<file path="config.mk">
export PLATFORM = sky130hd
export DESIGN_NAME = quasi_pr_controller_antiwindup_flat
export DESIGN_NICKNAME = d
export VERILOG_FILES = /design/src/design/qpr_pkg.sv /design/src/design/qpr_in_if.sv /design/src/design/qpr_out_if.sv /design/src/design/qpr_datapath.sv /design/src/design/quasi_pr_controller_antiwindup.sv /design/src/flat_wrapper.sv
export VERILOG_INCLUDE_DIRS = /design/src /design/src/design
export SDC_FILE = /design/constraint.sdc
export NUM_CORES = 2
export LEC_CHECK = 0
export ABC_AREA = 0
export ABC_CLOCK_PERIOD_IN_PS = 7700
export BUFFER_PORTS_ARGS = -buffer_cell sky130_fd_sc_hd__buf_2
export CAP_MARGIN = 0
export CORE_MARGIN = 3
export CORE_UTILIZATION = 28
export CTS_CLUSTER_DIAMETER = 150
export DETAILED_ROUTE_END_ITERATION = 10
export SYNTH_ARGS = -nofsm -noshare
export SYNTH_HDL_FRONTEND = slang
export SYNTH_SLANG_ARGS = --single-unit
</file>
<file path="constraint.sdc">
create_clock -name i_clk -period 7.7 [get_ports i_clk]
set_input_delay 0 -clock i_clk [delete_from_list [all_inputs] [get_ports i_clk]]
set_output_delay 0 -clock i_clk [all_outputs]
set_load 0.005 [all_outputs]
</file>
<file path="src/design/quasi_pr_controller_antiwindup_assert.svh">
// assertion macros shared by the design files
`ifndef QUASI_PR_CONTROLLER_ANTIWINDUP_ASSERT_SVH
`define QUASI_PR_CONTROLLER_ANTIWINDUP_ASSERT_SVH

`ifndef ASSERT_OFF
`define QPR_ASSERT(lbl, clk, rstn, prop) \
    lbl: assert property (@(posedge clk) disable iff (!rstn) prop) \
        else $error("qpr assertion failed");
`define QPR_ASSERT_NEVER(lbl, clk, rstn, cond) \
    lbl: assert property (@(posedge clk) disable iff (!rstn) !(cond)) \
        else $error("qpr forbidden condition seen");
`else
`define QPR_ASSERT(lbl, clk, rstn, prop)
`define QPR_ASSERT_NEVER(lbl, clk, rstn, cond)
`endif

`endif

</file>
<file path="src/design/qpr_pkg.sv">
`timescale 1ns / 1ps

package qpr_pkg;

    localparam int CoefW      = 32;
    localparam int SampleW    = 16;
    localparam int ErrW       = SampleW + 1;
    localparam int LimitW     = 18;
    localparam int DataW      = 32;
    localparam int AddrW      = 5;
    localparam int RegIdxW    = 3;
    localparam int StepW      = 4;

    localparam int DefCoefFracBits = 24;
    localparam int DefStateWidth   = 48;

    localparam logic [RegIdxW-1:0] REG_B0         = 3'd0;
    localparam logic [RegIdxW-1:0] REG_B1         = 3'd1;
    localparam logic [RegIdxW-1:0] REG_B2         = 3'd2;
    localparam logic [RegIdxW-1:0] REG_A1         = 3'd3;
    localparam logic [RegIdxW-1:0] REG_A2         = 3'd4;
    localparam logic [RegIdxW-1:0] REG_LIMIT_LOW  = 3'd5;
    localparam logic [RegIdxW-1:0] REG_LIMIT_HIGH = 3'd6;
    localparam logic [RegIdxW-1:0] REG_ENABLED    = 3'd7;

    localparam logic signed [LimitW-1:0] LimitLowReset  = -18'sd131072;
    localparam logic signed [LimitW-1:0] LimitHighReset = 18'sd131071;

    localparam logic [StepW-1:0] ADDR_START = 4'd0;
    localparam logic [StepW-1:0] ADDR_FAIL  = 4'd14;
    localparam logic [StepW-1:0] ADDR_CLEAR = 4'd15;

    typedef enum logic [2:0] {
        CSEL_B0, CSEL_B1, CSEL_B2, CSEL_A1, CSEL_A2
    } t_csel;

    typedef enum logic [2:0] {
        OSEL_W1LO, OSEL_W1HI, OSEL_W2LO, OSEL_W2HI, OSEL_W0LO, OSEL_W0HI
    } t_osel;

    typedef enum logic [2:0] {
        AOP_NOP, AOP_LOAD_ERR, AOP_ADD, AOP_SUB, AOP_CLR
    } t_aop;

    typedef enum logic [1:0] {
        CHK_NONE, CHK_W0, CHK_RAW
    } t_chk;

    typedef enum logic [1:0] {
        FIN_NONE, FIN_EMIT_RES, FIN_EMIT_ZERO, FIN_EMIT_CLEAR
    } t_fin;

    typedef struct packed {
        t_csel csel;
        t_osel osel;
        t_aop  aop;
        logic  hi_shift;
        t_chk  chk;
        t_fin  fin;
    } t_uword;

    typedef struct packed {
        logic   run;
        logic   start;
        logic   commit;
        t_uword uw;
    } t_dp_ctl;

    typedef struct packed {
        logic w0_ovf;
        logic raw_ovf;
    } t_dp_stat;

    typedef struct packed {
        logic signed [CoefW-1:0]  b0;
        logic signed [CoefW-1:0]  b1;
        logic signed [CoefW-1:0]  b2;
        logic signed [CoefW-1:0]  a1;
        logic signed [CoefW-1:0]  a2;
        logic signed [LimitW-1:0] limit_low;
        logic signed [LimitW-1:0] limit_high;
    } t_cfg;

    function automatic t_uword uw_make(input t_csel csel, input t_osel osel, input t_aop aop,
                                       input logic hi_shift, input t_chk chk, input t_fin fin);
        t_uword uw;
        uw.csel     = csel;
        uw.osel     = osel;
        uw.aop      = aop;
        uw.hi_shift = hi_shift;
        uw.chk      = chk;
        uw.fin      = fin;
        return uw;
    endfunction

    // hi_shift and aop act on the product registered by the previous step
    function automatic t_uword ucode(input logic [StepW-1:0] step);
        t_uword uw;
        case (step)
            4'd0:  uw = uw_make(CSEL_A1, OSEL_W1LO, AOP_LOAD_ERR, 1'b0, CHK_NONE, FIN_NONE);
            4'd1:  uw = uw_make(CSEL_A1, OSEL_W1HI, AOP_SUB,      1'b0, CHK_NONE, FIN_NONE);
            4'd2:  uw = uw_make(CSEL_A2, OSEL_W2LO, AOP_SUB,      1'b1, CHK_NONE, FIN_NONE);
            4'd3:  uw = uw_make(CSEL_A2, OSEL_W2HI, AOP_SUB,      1'b0, CHK_NONE, FIN_NONE);
            4'd4:  uw = uw_make(CSEL_B0, OSEL_W0LO, AOP_SUB,      1'b1, CHK_NONE, FIN_NONE);
            4'd5:  uw = uw_make(CSEL_B0, OSEL_W0LO, AOP_CLR,      1'b0, CHK_W0,   FIN_NONE);
            4'd6:  uw = uw_make(CSEL_B0, OSEL_W0LO, AOP_NOP,      1'b0, CHK_NONE, FIN_NONE);
            4'd7:  uw = uw_make(CSEL_B0, OSEL_W0HI, AOP_ADD,      1'b0, CHK_NONE, FIN_NONE);
            4'd8:  uw = uw_make(CSEL_B1, OSEL_W1LO, AOP_ADD,      1'b1, CHK_NONE, FIN_NONE);
            4'd9:  uw = uw_make(CSEL_B1, OSEL_W1HI, AOP_ADD,      1'b0, CHK_NONE, FIN_NONE);
            4'd10: uw = uw_make(CSEL_B2, OSEL_W2LO, AOP_ADD,      1'b1, CHK_NONE, FIN_NONE);
            4'd11: uw = uw_make(CSEL_B2, OSEL_W2HI, AOP_ADD,      1'b0, CHK_NONE, FIN_NONE);
            4'd12: uw = uw_make(CSEL_B0, OSEL_W0LO, AOP_ADD,      1'b1, CHK_NONE, FIN_NONE);
            4'd13: uw = uw_make(CSEL_B0, OSEL_W0LO, AOP_NOP,      1'b0, CHK_RAW,  FIN_EMIT_RES);
            4'd14: uw = uw_make(CSEL_B0, OSEL_W0LO, AOP_NOP,      1'b0, CHK_NONE, FIN_EMIT_ZERO);
            4'd15: uw = uw_make(CSEL_B0, OSEL_W0LO, AOP_NOP,      1'b0, CHK_NONE, FIN_EMIT_CLEAR);
            default: uw = uw_make(CSEL_B0, OSEL_W0LO, AOP_NOP,    1'b0, CHK_NONE, FIN_EMIT_ZERO);
        endcase
        return uw;
    endfunction

endpackage

</file>
<file path="src/design/qpr_in_if.sv">
`timescale 1ns / 1ps

interface qpr_in_if;
    import qpr_pkg::*;

    logic                      valid;
    logic                      ready;
    logic                      req_type;
    logic signed [SampleW-1:0] setpoint;
    logic signed [SampleW-1:0] measured;

    modport source (output valid, output req_type, output setpoint, output measured,
                    input ready);
    modport sink   (input valid, input req_type, input setpoint, input measured,
                    output ready);
endinterface

</file>
<file path="src/design/qpr_out_if.sv">
`timescale 1ns / 1ps

interface qpr_out_if;
    import qpr_pkg::*;

    logic                     valid;
    logic                     ready;
    logic signed [LimitW-1:0] drive;
    logic                     clamped;
    logic                     ok;

    modport source (output valid, output drive, output clamped, output ok, input ready);
    modport sink   (input valid, input drive, input clamped, input ok, output ready);
endinterface

</file>
<file path="src/design/qpr_datapath.sv">
`timescale 1ns / 1ps
`include "quasi_pr_controller_antiwindup_assert.svh"

module qpr_datapath #(
    parameter int COEF_FRAC_BITS = qpr_pkg::DefCoefFracBits,
    parameter int STATE_WIDTH    = qpr_pkg::DefStateWidth
) (
    input  logic                                    i_clk,
    input  logic                                    i_rst_n,
    input  qpr_pkg::t_dp_ctl                        i_ctl,
    input  qpr_pkg::t_cfg                           i_cfg,
    input  logic signed [qpr_pkg::SampleW-1:0]      i_setpoint,
    input  logic signed [qpr_pkg::SampleW-1:0]      i_measured,
    output qpr_pkg::t_dp_stat                       o_stat,
    output logic signed [qpr_pkg::LimitW-1:0]       o_drive,
    output logic                                    o_clamped
);
    import qpr_pkg::*;

    localparam int F     = COEF_FRAC_BITS;
    localparam int SW    = STATE_WIDTH;
    localparam int H     = SW / 2;
    localparam int OpW   = SW - H + 1;
    localparam int ProdW = CoefW + OpW;
    localparam int AccW  = 2 * F + SW + 2;

    logic signed [SW-1:0]    r_d1, r_d2, r_w0;
    logic signed [ErrW-1:0]  r_err;
    logic signed [ProdW-1:0] r_prod;
    logic signed [AccW-1:0]  r_acc;

    logic signed [CoefW-1:0] w_coef;
    logic signed [OpW-1:0]   w_opnd;
    logic signed [AccW-1:0]  w_addend;
    logic signed [SW-1:0]    w_raw;
    logic signed [SW-1:0]    w_lim_hi, w_lim_lo;
    logic                    w_over_hi, w_under_lo, w_freeze;
    logic                    w_err_pos, w_err_neg;

    always_comb begin
        case (i_ctl.uw.csel)
            CSEL_B0: w_coef = i_cfg.b0;
            CSEL_B1: w_coef = i_cfg.b1;
            CSEL_B2: w_coef = i_cfg.b2;
            CSEL_A1: w_coef = i_cfg.a1;
            CSEL_A2: w_coef = i_cfg.a2;
            default: w_coef = i_cfg.b0;
        endcase
    end

    // low halves are unsigned, high halves carry the sign
    always_comb begin
        case (i_ctl.uw.osel)
            OSEL_W1LO: w_opnd = OpW'($signed({1'b0, r_d1[H-1:0]}));
            OSEL_W1HI: w_opnd = OpW'($signed(r_d1[SW-1:H]));
            OSEL_W2LO: w_opnd = OpW'($signed({1'b0, r_d2[H-1:0]}));
            OSEL_W2HI: w_opnd = OpW'($signed(r_d2[SW-1:H]));
            OSEL_W0LO: w_opnd = OpW'($signed({1'b0, r_w0[H-1:0]}));
            OSEL_W0HI: w_opnd = OpW'($signed(r_w0[SW-1:H]));
            default:   w_opnd = OpW'($signed({1'b0, r_w0[H-1:0]}));
        endcase
    end

    assign w_addend = i_ctl.uw.hi_shift ? (AccW'(r_prod) <<< H) : AccW'(r_prod);

    always_ff @(posedge i_clk) begin
        r_prod <= w_coef * w_opnd;
        if (i_ctl.start) begin
            r_err <= ErrW'(i_setpoint) - ErrW'(i_measured);
        end
        if (i_ctl.run) begin
            case (i_ctl.uw.aop)
                AOP_LOAD_ERR: r_acc <= AccW'(r_err) <<< (2 * F);
                AOP_ADD:      r_acc <= r_acc + w_addend;
                AOP_SUB:      r_acc <= r_acc - w_addend;
                AOP_CLR:      r_acc <= '0;
                default:      r_acc <= r_acc;
            endcase
            if (i_ctl.uw.chk == CHK_W0) begin
                r_w0 <= r_acc[F+SW-1:F];
            end
        end
    end

    assign o_stat.w0_ovf  = (r_acc[AccW-1:F+SW-1] != {(AccW-F-SW+1){r_acc[F+SW-1]}});
    assign o_stat.raw_ovf = (r_acc[AccW-1:2*F+SW-1] != {(AccW-2*F-SW+1){r_acc[2*F+SW-1]}});

    assign w_raw      = r_acc[2*F+SW-1:2*F];
    assign w_lim_hi   = SW'(i_cfg.limit_high);
    assign w_lim_lo   = SW'(i_cfg.limit_low);
    assign w_over_hi  = (w_raw > w_lim_hi);
    assign w_under_lo = !w_over_hi && (w_raw < w_lim_lo);
    assign w_err_pos  = !r_err[ErrW-1] && (r_err != '0);
    assign w_err_neg  = r_err[ErrW-1];
    assign w_freeze   = (w_over_hi && w_err_pos) || (w_under_lo && w_err_neg);

    always_comb begin
        if (w_over_hi) begin
            o_drive = i_cfg.limit_high;
        end else if (w_under_lo) begin
            o_drive = i_cfg.limit_low;
        end else begin
            o_drive = w_raw[LimitW-1:0];
        end
    end
    assign o_clamped = w_over_hi || w_under_lo;

    always_ff @(posedge i_clk) begin
        if (!i_rst_n) begin
            r_d1 <= '0;
            r_d2 <= '0;
        end else if (i_ctl.commit) begin
            if (i_ctl.uw.fin == FIN_EMIT_CLEAR) begin
                r_d1 <= '0;
                r_d2 <= '0;
            end else if ((i_ctl.uw.fin == FIN_EMIT_RES) && !w_freeze) begin
                r_d2 <= r_d1;
                r_d1 <= r_w0;
            end
        end
    end

    `QPR_ASSERT(a_clear_zeroes, i_clk, i_rst_n, (i_ctl.commit && (i_ctl.uw.fin == FIN_EMIT_CLEAR)) |=> ((r_d1 == '0) && (r_d2 == '0)))
    `QPR_ASSERT(a_state_holds, i_clk, i_rst_n, !i_ctl.commit |=> ($stable(r_d1) && $stable(r_d2)))
    `QPR_ASSERT(a_err_load, i_clk, i_rst_n, (i_ctl.run && (i_ctl.uw.aop == AOP_LOAD_ERR)) |=> (r_acc[2*F-1:0] == '0))

endmodule

</file>
<file path="src/design/quasi_pr_controller_antiwindup.sv">
`timescale 1ns / 1ps
`include "quasi_pr_controller_antiwindup_assert.svh"

// channel  | dir | payload                         | handshake
// i_in     | in  | req_type, setpoint, measured    | valid / ready
// o_out    | out | drive, clamped, ok              | valid / ready
// apb      | in  | paddr, pwdata -> prdata         | psel / penable, pready tied high
//
// compute sample: the result is registered at the end of the program, which makes ten passes
//   through the one 32 x (STATE_WIDTH - STATE_WIDTH/2 + 1) multiplier and the range checks
// clear request or disabled block: the closing step emits at once; w0 or raw overflow: jump to the fail step
// one sample at a time; a new beat is taken the cycle after the result is registered
// reset (i_rst_n low, synchronous) loads register defaults and zeroes the delay line
// a stalled result holds the last step of the program until o_out.ready

module quasi_pr_controller_antiwindup #(
    parameter int COEF_FRAC_BITS = qpr_pkg::DefCoefFracBits,
    parameter int STATE_WIDTH    = qpr_pkg::DefStateWidth
) (
    input  logic                          i_clk,
    input  logic                          i_rst_n,
    qpr_in_if.sink                        i_in,
    qpr_out_if.source                     o_out,
    input  logic                          psel,
    input  logic                          penable,
    input  logic                          pwrite,
    input  logic [qpr_pkg::AddrW-1:0]     paddr,
    input  logic [qpr_pkg::DataW-1:0]     pwdata,
    output logic [qpr_pkg::DataW-1:0]     prdata,
    output logic                          pready
);
    import qpr_pkg::*;

    t_cfg                     r_cfg;
    logic                     r_enabled;
    logic                     r_busy, n_busy;
    logic [StepW-1:0]         r_step, n_step;
    logic                     r_out_valid, n_out_valid;
    logic signed [LimitW-1:0] r_drive, n_drive;
    logic                     r_clamped, n_clamped;
    logic                     r_ok, n_ok;

    t_uword                   w_uw;
    t_dp_ctl                  w_ctl;
    t_dp_stat                 w_stat;
    logic signed [LimitW-1:0] w_drive;
    logic                     w_clamped;
    logic                     w_accept, w_emit, w_fire, w_jump, w_apb_wr;
    logic [RegIdxW-1:0]       w_idx;

    // config port
    assign pready   = 1'b1;
    assign w_idx    = paddr[AddrW-1:2];
    assign w_apb_wr = psel && penable && pwrite && pready;

    always_ff @(posedge i_clk) begin
        if (!i_rst_n) begin
            r_cfg.b0         <= '0;
            r_cfg.b1         <= '0;
            r_cfg.b2         <= '0;
            r_cfg.a1         <= '0;
            r_cfg.a2         <= '0;
            r_cfg.limit_low  <= LimitLowReset;
            r_cfg.limit_high <= LimitHighReset;
            r_enabled        <= 1'b0;
        end else if (w_apb_wr) begin
            case (w_idx)
                REG_B0:         r_cfg.b0 <= pwdata;
                REG_B1:         r_cfg.b1 <= pwdata;
                REG_B2:         r_cfg.b2 <= pwdata;
                REG_A1:         r_cfg.a1 <= pwdata;
                REG_A2:         r_cfg.a2 <= pwdata;
                REG_LIMIT_LOW:  r_cfg.limit_low <= pwdata[LimitW-1:0];
                REG_LIMIT_HIGH: r_cfg.limit_high <= pwdata[LimitW-1:0];
                REG_ENABLED:    r_enabled <= pwdata[0];
                default:        r_enabled <= r_enabled;
            endcase
        end
    end

    always_comb begin
        case (w_idx)
            REG_B0:         prdata = r_cfg.b0;
            REG_B1:         prdata = r_cfg.b1;
            REG_B2:         prdata = r_cfg.b2;
            REG_A1:         prdata = r_cfg.a1;
            REG_A2:         prdata = r_cfg.a2;
            REG_LIMIT_LOW:  prdata = DataW'(r_cfg.limit_low);
            REG_LIMIT_HIGH: prdata = DataW'(r_cfg.limit_high);
            REG_ENABLED:    prdata = DataW'(r_enabled);
            default:        prdata = '0;
        endcase
    end

    // sequencer
    assign w_uw     = ucode(r_step);
    assign i_in.ready = !r_busy;
    assign w_accept = i_in.valid && i_in.ready;
    assign w_emit   = r_busy && (w_uw.fin != FIN_NONE)
                      && !((w_uw.chk == CHK_RAW) && w_stat.raw_ovf);
    assign w_fire   = w_emit && (!r_out_valid || o_out.ready);
    assign w_jump   = r_busy && (((w_uw.chk == CHK_W0) && w_stat.w0_ovf)
                                 || ((w_uw.chk == CHK_RAW) && w_stat.raw_ovf));

    always_comb begin
        n_busy = r_busy;
        n_step = r_step;
        if (w_accept) begin
            n_busy = 1'b1;
            if (i_in.req_type) begin
                n_step = ADDR_CLEAR;
            end else if (!r_enabled) begin
                n_step = ADDR_FAIL;
            end else begin
                n_step = ADDR_START;
            end
        end else if (w_fire) begin
            n_busy = 1'b0;
        end else if (w_jump) begin
            n_step = ADDR_FAIL;
        end else if (r_busy && (w_uw.fin == FIN_NONE)) begin
            n_step = r_step + 1'b1;
        end
    end

    assign w_ctl.run    = r_busy;
    assign w_ctl.start  = w_accept;
    assign w_ctl.commit = w_fire;
    assign w_ctl.uw     = w_uw;

    qpr_datapath #(
        .COEF_FRAC_BITS (COEF_FRAC_BITS),
        .STATE_WIDTH    (STATE_WIDTH)
    ) u_datapath (
        .i_clk      (i_clk),
        .i_rst_n    (i_rst_n),
        .i_ctl      (w_ctl),
        .i_cfg      (r_cfg),
        .i_setpoint (i_in.setpoint),
        .i_measured (i_in.measured),
        .o_stat     (w_stat),
        .o_drive    (w_drive),
        .o_clamped  (w_clamped)
    );

    // result register
    always_comb begin
        n_out_valid = r_out_valid;
        n_drive     = r_drive;
        n_clamped   = r_clamped;
        n_ok        = r_ok;
        if (w_fire) begin
            n_out_valid = 1'b1;
            if (w_uw.fin == FIN_EMIT_RES) begin
                n_drive   = w_drive;
                n_clamped = w_clamped;
                n_ok      = 1'b1;
            end else begin
                n_drive   = '0;
                n_clamped = 1'b0;
                n_ok      = 1'b0;
            end
        end else if (o_out.ready) begin
            n_out_valid = 1'b0;
        end
    end

    always_ff @(posedge i_clk) begin
        if (!i_rst_n) begin
            r_busy      <= 1'b0;
            r_step      <= ADDR_START;
            r_out_valid <= 1'b0;
        end else begin
            r_busy      <= n_busy;
            r_step      <= n_step;
            r_out_valid <= n_out_valid;
        end
        r_drive   <= n_drive;
        r_clamped <= n_clamped;
        r_ok      <= n_ok;
    end

    assign o_out.valid   = r_out_valid;
    assign o_out.drive   = r_drive;
    assign o_out.clamped = r_clamped;
    assign o_out.ok      = r_ok;

    `QPR_ASSERT(a_accept_starts, i_clk, i_rst_n, w_accept |=> r_busy)
    `QPR_ASSERT(a_fire_ends, i_clk, i_rst_n, w_fire |=> (!r_busy && r_out_valid))
    `QPR_ASSERT_NEVER(a_stall_only_emit, i_clk, i_rst_n, r_busy && $past(r_busy) && $stable(r_step) && (w_uw.fin == FIN_NONE))

endmodule

</file>
<file path="src/flat_wrapper.sv">
// flat-port wrapper written by rule: the top's interface ports become plain ports
module quasi_pr_controller_antiwindup_flat import qpr_pkg::*;
#(
    parameter int COEF_FRAC_BITS = qpr_pkg::DefCoefFracBits,
    parameter int STATE_WIDTH    = qpr_pkg::DefStateWidth
)
  (i_clk, i_rst_n, psel, penable, pwrite, paddr, pwdata, prdata, pready, i_in_valid, i_in_req_type, i_in_setpoint, i_in_measured, i_in_ready, o_out_valid, o_out_drive, o_out_clamped, o_out_ok, o_out_ready);
  qpr_in_if i_in_i ();
  qpr_out_if o_out_i ();
  input  logic i_clk;
  input  logic i_rst_n;
  input  logic psel;
  input  logic penable;
  input  logic pwrite;
  input  logic [qpr_pkg::AddrW-1:0] paddr;
  input  logic [qpr_pkg::DataW-1:0] pwdata;
  output logic [qpr_pkg::DataW-1:0] prdata;
  output logic pready;
  input wire logic [$bits(i_in_i.valid)-1:0] i_in_valid;
  input wire logic [$bits(i_in_i.req_type)-1:0] i_in_req_type;
  input wire logic [$bits(i_in_i.setpoint)-1:0] i_in_setpoint;
  input wire logic [$bits(i_in_i.measured)-1:0] i_in_measured;
  output wire logic [$bits(i_in_i.ready)-1:0] i_in_ready;
  output wire logic [$bits(o_out_i.valid)-1:0] o_out_valid;
  output wire logic [$bits(o_out_i.drive)-1:0] o_out_drive;
  output wire logic [$bits(o_out_i.clamped)-1:0] o_out_clamped;
  output wire logic [$bits(o_out_i.ok)-1:0] o_out_ok;
  input wire logic [$bits(o_out_i.ready)-1:0] o_out_ready;
  assign i_in_i.valid = i_in_valid;
  assign i_in_i.req_type = i_in_req_type;
  assign i_in_i.setpoint = i_in_setpoint;
  assign i_in_i.measured = i_in_measured;
  assign i_in_ready = i_in_i.ready;
  assign o_out_valid = o_out_i.valid;
  assign o_out_drive = o_out_i.drive;
  assign o_out_clamped = o_out_i.clamped;
  assign o_out_ok = o_out_i.ok;
  assign o_out_i.ready = o_out_ready;
  quasi_pr_controller_antiwindup #(.COEF_FRAC_BITS(COEF_FRAC_BITS), .STATE_WIDTH(STATE_WIDTH)) u_core (.i_clk(i_clk), .i_rst_n(i_rst_n), .i_in(i_in_i), .o_out(o_out_i), .psel(psel), .penable(penable), .pwrite(pwrite), .paddr(paddr), .pwdata(pwdata), .prdata(prdata), .pready(pready));
endmodule
</file>
Word-level counts from Yosys, hierarchy flattened
Memories as Yosys holds them, arrays and structs flattened. A register that Yosys moved wholly into a read port is not among the register bits. Cells that the tools add are included.

Memory bits (read-only): 224. Bits of input ports: 77. Word-level logic and storage cells: 125. Memories: 1. Bits in registers: 539. Output and inout port bits: 55.

Memory list: (name not given) (depth 16, width 14, rd ports 1, clocked after memory_dff 1, write ports 0, RTL line qpr_pkg.sv:99) `case (step)`.

Mux-type cells: 24. Equal/unequal tests: 26. Multipliers: 1. Reductions and logical operators: 47. Add/sub/neg operators: 4. $lt $le $gt $ge: 2.

Operator list (number): $pmux W98 S4 (1); $pmux W32 S8 (1); $mux W48 (4); $pmux W32 S4 (1); $pmux W25 S5 (1); $add A98 B81 Y98 (1); $sub A98 B81 Y98 (1); $mux W80 (1); $mul A32 B25 Y57 (1); $gt A48 B18 Y1 (1); $lt A48 B18 Y1 (1); $mux W18 (2); $mux W4 (8); $ne A26 B26 Y1 (1); $eq A3 B2 Y1 const B (8); $reduce_and A2 Y1 (12); $eq A3 B3 Y1 const B (7); $reduce_bool A17 Y1 (1); $sub A16 B16 Y17 (1); $logic_and A1 B1 Y1 (15); $eq A3 B1 Y1 const B (4); $reduce_bool A2 Y1 (4); $logic_not A1 Y1 (6); $logic_not A3 Y1 (2); other kinds (10) (19).

Depth between registers and ports, before layout
Word-level depth: 9. Gate-level depth with buffers: 35. Depth with buffers taken out: 32.

By module
Synthesis repeated with hierarchy kept, for this count alone.

Cell total of the unflattened synthesis: 7256. Area, all modules: 62666.4 um^2.

By module, submodules not included: qpr_datapath (area each 52185.0 um^2, times used 1, cells each 6016, seq. area each 7957.6 um^2); quasi_pr_controller_antiwindup (area each 10481.3 um^2, times used 1, cells each 1240, seq. area each 4924.7 um^2).

Least setup slack after synthesis
OpenSTA, ideal clock, no wires.

Kind: register to register. From: reg, netlist name u_core.w_uw[8]. To: reg u_core.u_datapath.r_prod[54]. Stages on the path, launching flop included: 30. Buffers on the path: 3. Arrival: 8.273 ns. Clock period less this slack: 8.393 ns. Required time: 7.580 ns. Library setup time: 0.120 ns. Setup slack: -0.693 ns. Path through: dfxtp_1 -> clkbuf_1 -> buf_1 -> mux4_2 -> o21ai_1 -> clkbuf_1 -> nor2_1 -> fa_1 -> fa_1 -> inv_1 -> fa_1 -> fa_1 -> inv_1 -> fa_1 -> fa_1 -> inv_1 -> fa_1 -> inv_1 -> ha_1 -> nand3_1 -> or2_2 -> or3_1 -> a211oi_1 -> nor2_1 -> a211oi_1 -> o21ai_0 -> o2111ai_1 -> a21o_1 -> o21bai_1 -> xnor2_1.

Word-level cells in the longest chain between the ends: 3. Elaborated cells on any way between the ends: 7. Classes of those cells: mul (1); eq/ne (4); mux (1); reduce/logical (1).

Ends and longest elaborated chain: $eq A3 B3 Y1 (tied with other cells) (RTL line qpr_datapath.sv:53) `case (i_ctl.uw.osel)`; $pmux W25 S5 (*) (RTL line qpr_datapath.sv:53); $mul A32 B25 Y57 (*) (RTL line qpr_datapath.sv:67) `r_prod <= w_coef * w_opnd;`; end signal, assigned (RTL line qpr_datapath.sv:67); end, declared (RTL line qpr_datapath.sv:29) `logic signed [ProdW-1:0] r_prod;`.

Mark *: on every way between the ends. The rest lies on a longest branch, timed or not. A chain may end at the register's enable or synchronous reset.

Final worst setup path
From: reg, netlist name u_core.w_uw[13]. To: reg u_core.u_datapath.r_prod[54].

Word-level cells in the longest chain between the ends: 3. Elaborated cells on any way between the ends: 6. Classes of those cells: mul (1); eq/ne (4); mux (1).

Ends and longest elaborated chain: $eq A3 B3 Y1 (tied with other cells) (RTL line qpr_datapath.sv:41) `case (i_ctl.uw.csel)`; $pmux W32 S4 (*) (RTL line qpr_datapath.sv:41); $mul A32 B25 Y57 (*) (RTL line qpr_datapath.sv:67).

Marks and branches as above.

==> metrics.txt <==
unrepaired setup endpoints after global routing=yes; routed vias=about 56,000; GR Overflow Total=0; initial core utilization=0.283; Die Width=roughly 480 um; clock buffer depth=3; period utilization=1.04; Post-synth top flop=dfxtp_1; initial antenna violation count=7; area occupied by multi-input gates=between 40,000 and 50,000 um2; Initial DRC Count=roughly 5,300; Met2 Wirelength=around 110,000 um; run status=finished with violations; Final ANT Viol Nets=0; number of synthesized flops with an enable pin=approximately 180; failing checks=setup timing; Worst-Skew Late Latency=roughly 0.69 ns; top routing layer used=met5; routed wl met3=between 15,000 and 20,000 um; PortBufs=approximately 130; most common cell after layout, fill and taps aside=nand2_1; fillcell total=about 23,000; GRT Resource Usage Total=0.201; Synth area leader=fa_1; Routed wire per std cell=between 20 and 25 um; Critical Path Start Type=flip-flop; share of cells above drive strength 1=0.180; Worst Skew=between 0.02 and 0.03 ns; Routed WL=between 200,000 and 250,000 um; largest net degree at the start of global routing=128; vias in the first global route=57,800; Vias/cell=5.10; max cap viols=0; Placeable Area=around 220,000 um2; CP max FO=8; cells after synthesis=7,379; DRT Pass-1 Iters=7; DRC violations left=0; dpl cell area=72,500 um2; slew margin rel.=0.167; routability congestion estimate=0.979; Synth cell types=102; slew at the pin closest to its max-slew limit=~1.2 ns; Syn-to-layout area delta=24.0%; Final HPWL DP=around 190,000 um; CTS clk-pin slew, worst paths=about 0.060 ns; top post-synthesis cells by area=fa_1 26%, dfxtp_1 12%, edfxtp_1 8.7%; M1 WL=between 100,000 and 150,000 um; #FFs+latches synth=roughly 550; first-pass GRT wire length=around 360,000 um; Die ar.=roughly 230,000 um2; Critical Path Slowest Stage Cell=fa_2; Seq/Total Area, Yosys=0.204; post-synth top area share=0.260; Synth Net Count=around 8,600; Fin Hold WS=around 0.044 ns; synthesized area per cell=around 8.6 um2; Num CTS Buffers=61; CTS Sinks=~550; Storage cell area=about 13,000 um2; Worst setup EP type=flip-flop; CTS tree=done; CTS H-tree lvls=2; hold crit path type=in -> reg; Worst path max stage delay=roughly 0.6 ns; Die H=about 480 um; Final Cell Area=78,500 um2; min Tclk post-route=roughly 8 ns; fin worst setup slack=-0.284 ns; final hold vios=0; Mapped Area=roughly 63,000 um2; required time of the critical path=8.26 ns; Slew Limit Fails=0; Setup Viol. Count Final=22; Most common cell on crit path=buf_4; most frequent cells in the layout=1,073 x nand2_1, 897 x inv_1, 776 x fa_1, 754 x nor2_1, 603 x buf_4; Ports=~130; ys async rst share=0; row count=~170; NumNets Final=9,311; crit path DAT=8.55 ns; Yosys warnings=0; f_max=approximately 130 MHz; Critical Setup Path Class=reg -> reg; CTS Root Buffer Type=clkbuf_16
-- flip-flops by register name, indices dropped and copies added (netlist names) --
| signal | flops |
|---|---|
| u_core.r_cfg | 196 |
| u_core.u_datapath.r_d2 | 48 |
| u_core.u_datapath.r_err | 17 |
| u_core.u_datapath.r_d1 | 48 |
| u_core.o_out.drive | 18 |
| u_core.r_step | 4 |
| u_core.o_out.ok | 1 |
| u_core.r_busy | 1 |
| u_core.u_datapath.r_acc | 98 |
| u_core.o_out.valid | 1 |
| u_core.u_datapath.r_w0 | 48 |
| u_core.r_enabled | 1 |
| u_core.w_uw | 13 |
| u_core.o_out.clamped | 1 |
| u_core.u_datapath.r_prod | 57 |
-- cell type report --
cell class / instances / share of cell area
Clock buffer: 82 / 0.0209
Tap cell: 2975 / 0.0474
Multi-Input combinational cell: 5470 / 0.598
Inverter: 945 / 0.0452
Antenna cell: 1 / 0.0000319
Timing Repair Buffer: 1014 / 0.120
Sequential cell: 552 / 0.164
Clock inverter: 30 / 0.00362
-- worst max-delay path: cells and delay by family (launching register included) --
family	cells	cell delay (ns)
XOR/XNOR	1	0.13
flip-flops	1	0.36
AO/OA/AOI/OAI	9	1.30
AND/OR/NAND/NOR	4	0.59
buffers and inverters	13	1.58
adder cells (fa/ha/maj)	8	3.88
-- metrics by stage --
step           setup slack, ns  TNS (ns)  cells   util
2_1_floorplan          -0.0135   -0.0135   7379      -
3_3_place_gp            -0.744    -13.92  10700  0.324
3_5_place_dp            -0.796    -14.48  10700  0.324
4_1_cts                 -0.239     -2.04  11000  0.346
5_1_grt                 -0.534     -9.18  11100  0.351
6_report                -0.284     -2.91  11100  0.351
-- cells by family (layout without fill, tap and decap cells) --
family | count (synthesis) | after routing | share of synthesized area
buffers and inverters | 1358 | 2071 | 0.0815
multiplexers | 238 | 238 | 0.0428
XOR/XNOR | 237 | 237 | 0.0328
flip-flops | 552 | 552 | 0.204
other | 1 | 2 | 0.0000593
AO/OA/AOI/OAI | 1404 | 1404 | 0.143
AND/OR/NAND/NOR | 2399 | 2400 | 0.164
adder cells (fa/ha/maj) | 1190 | 1190 | 0.333
-- Yosys cell counts, types with 52 or more instances --
library cell	instances
a21boi_0	186
a21o_1	94
a21oi_1	426
clkbuf_1	368
dfxtp_1	369
edfxtp_1	183
fa_1	821
ha_1	369
inv_1	944
mux2i_1	193
nand2_1	1085
nand2b_1	104
nand3_1	59
nand4_1	70
nor2_1	791
nor3_1	63
o211ai_1	52
o21ai_0	252
xnor2_1	158
xor2_1	79
-- what timing repair did --
item                                    in CTS  in global routing
endpoints found under the hold margin      217                  0
gates cloned                                 6                  2
resized for setup                          306                190
endpoints found under the setup margin      34                 35
hold buffers                                87                  0
setup buffers                               86                 42
pin swaps                                  181                158
-- per-layer routing --
layer,up-vias,global-route usage
li1,25500,-
met1,28200,0.273
met2,2256,0.328
met3,468,0.0265
met4,2,0.0714
met5,-,0
-- worst paths after layout --
path,start,endpoint,slack [ns],depth (start not counted)
worst min-delay path,i_in_measured[5],u_core.u_datapath.r_err[6],0.04,6
worst max register to register,u_core.w_uw[13],u_core.u_datapath.r_prod[54],-0.28,35
worst max-delay path,u_core.w_uw[13],u_core.u_datapath.r_prod[54],-0.28,35
worst min register to register,u_core.u_datapath.r_d2[6],u_core.u_datapath.r_d2[6],0.46,2
Power is not shown: default switching activity piles up to over one toggle a cycle in this logic, so the estimate is an artifact.
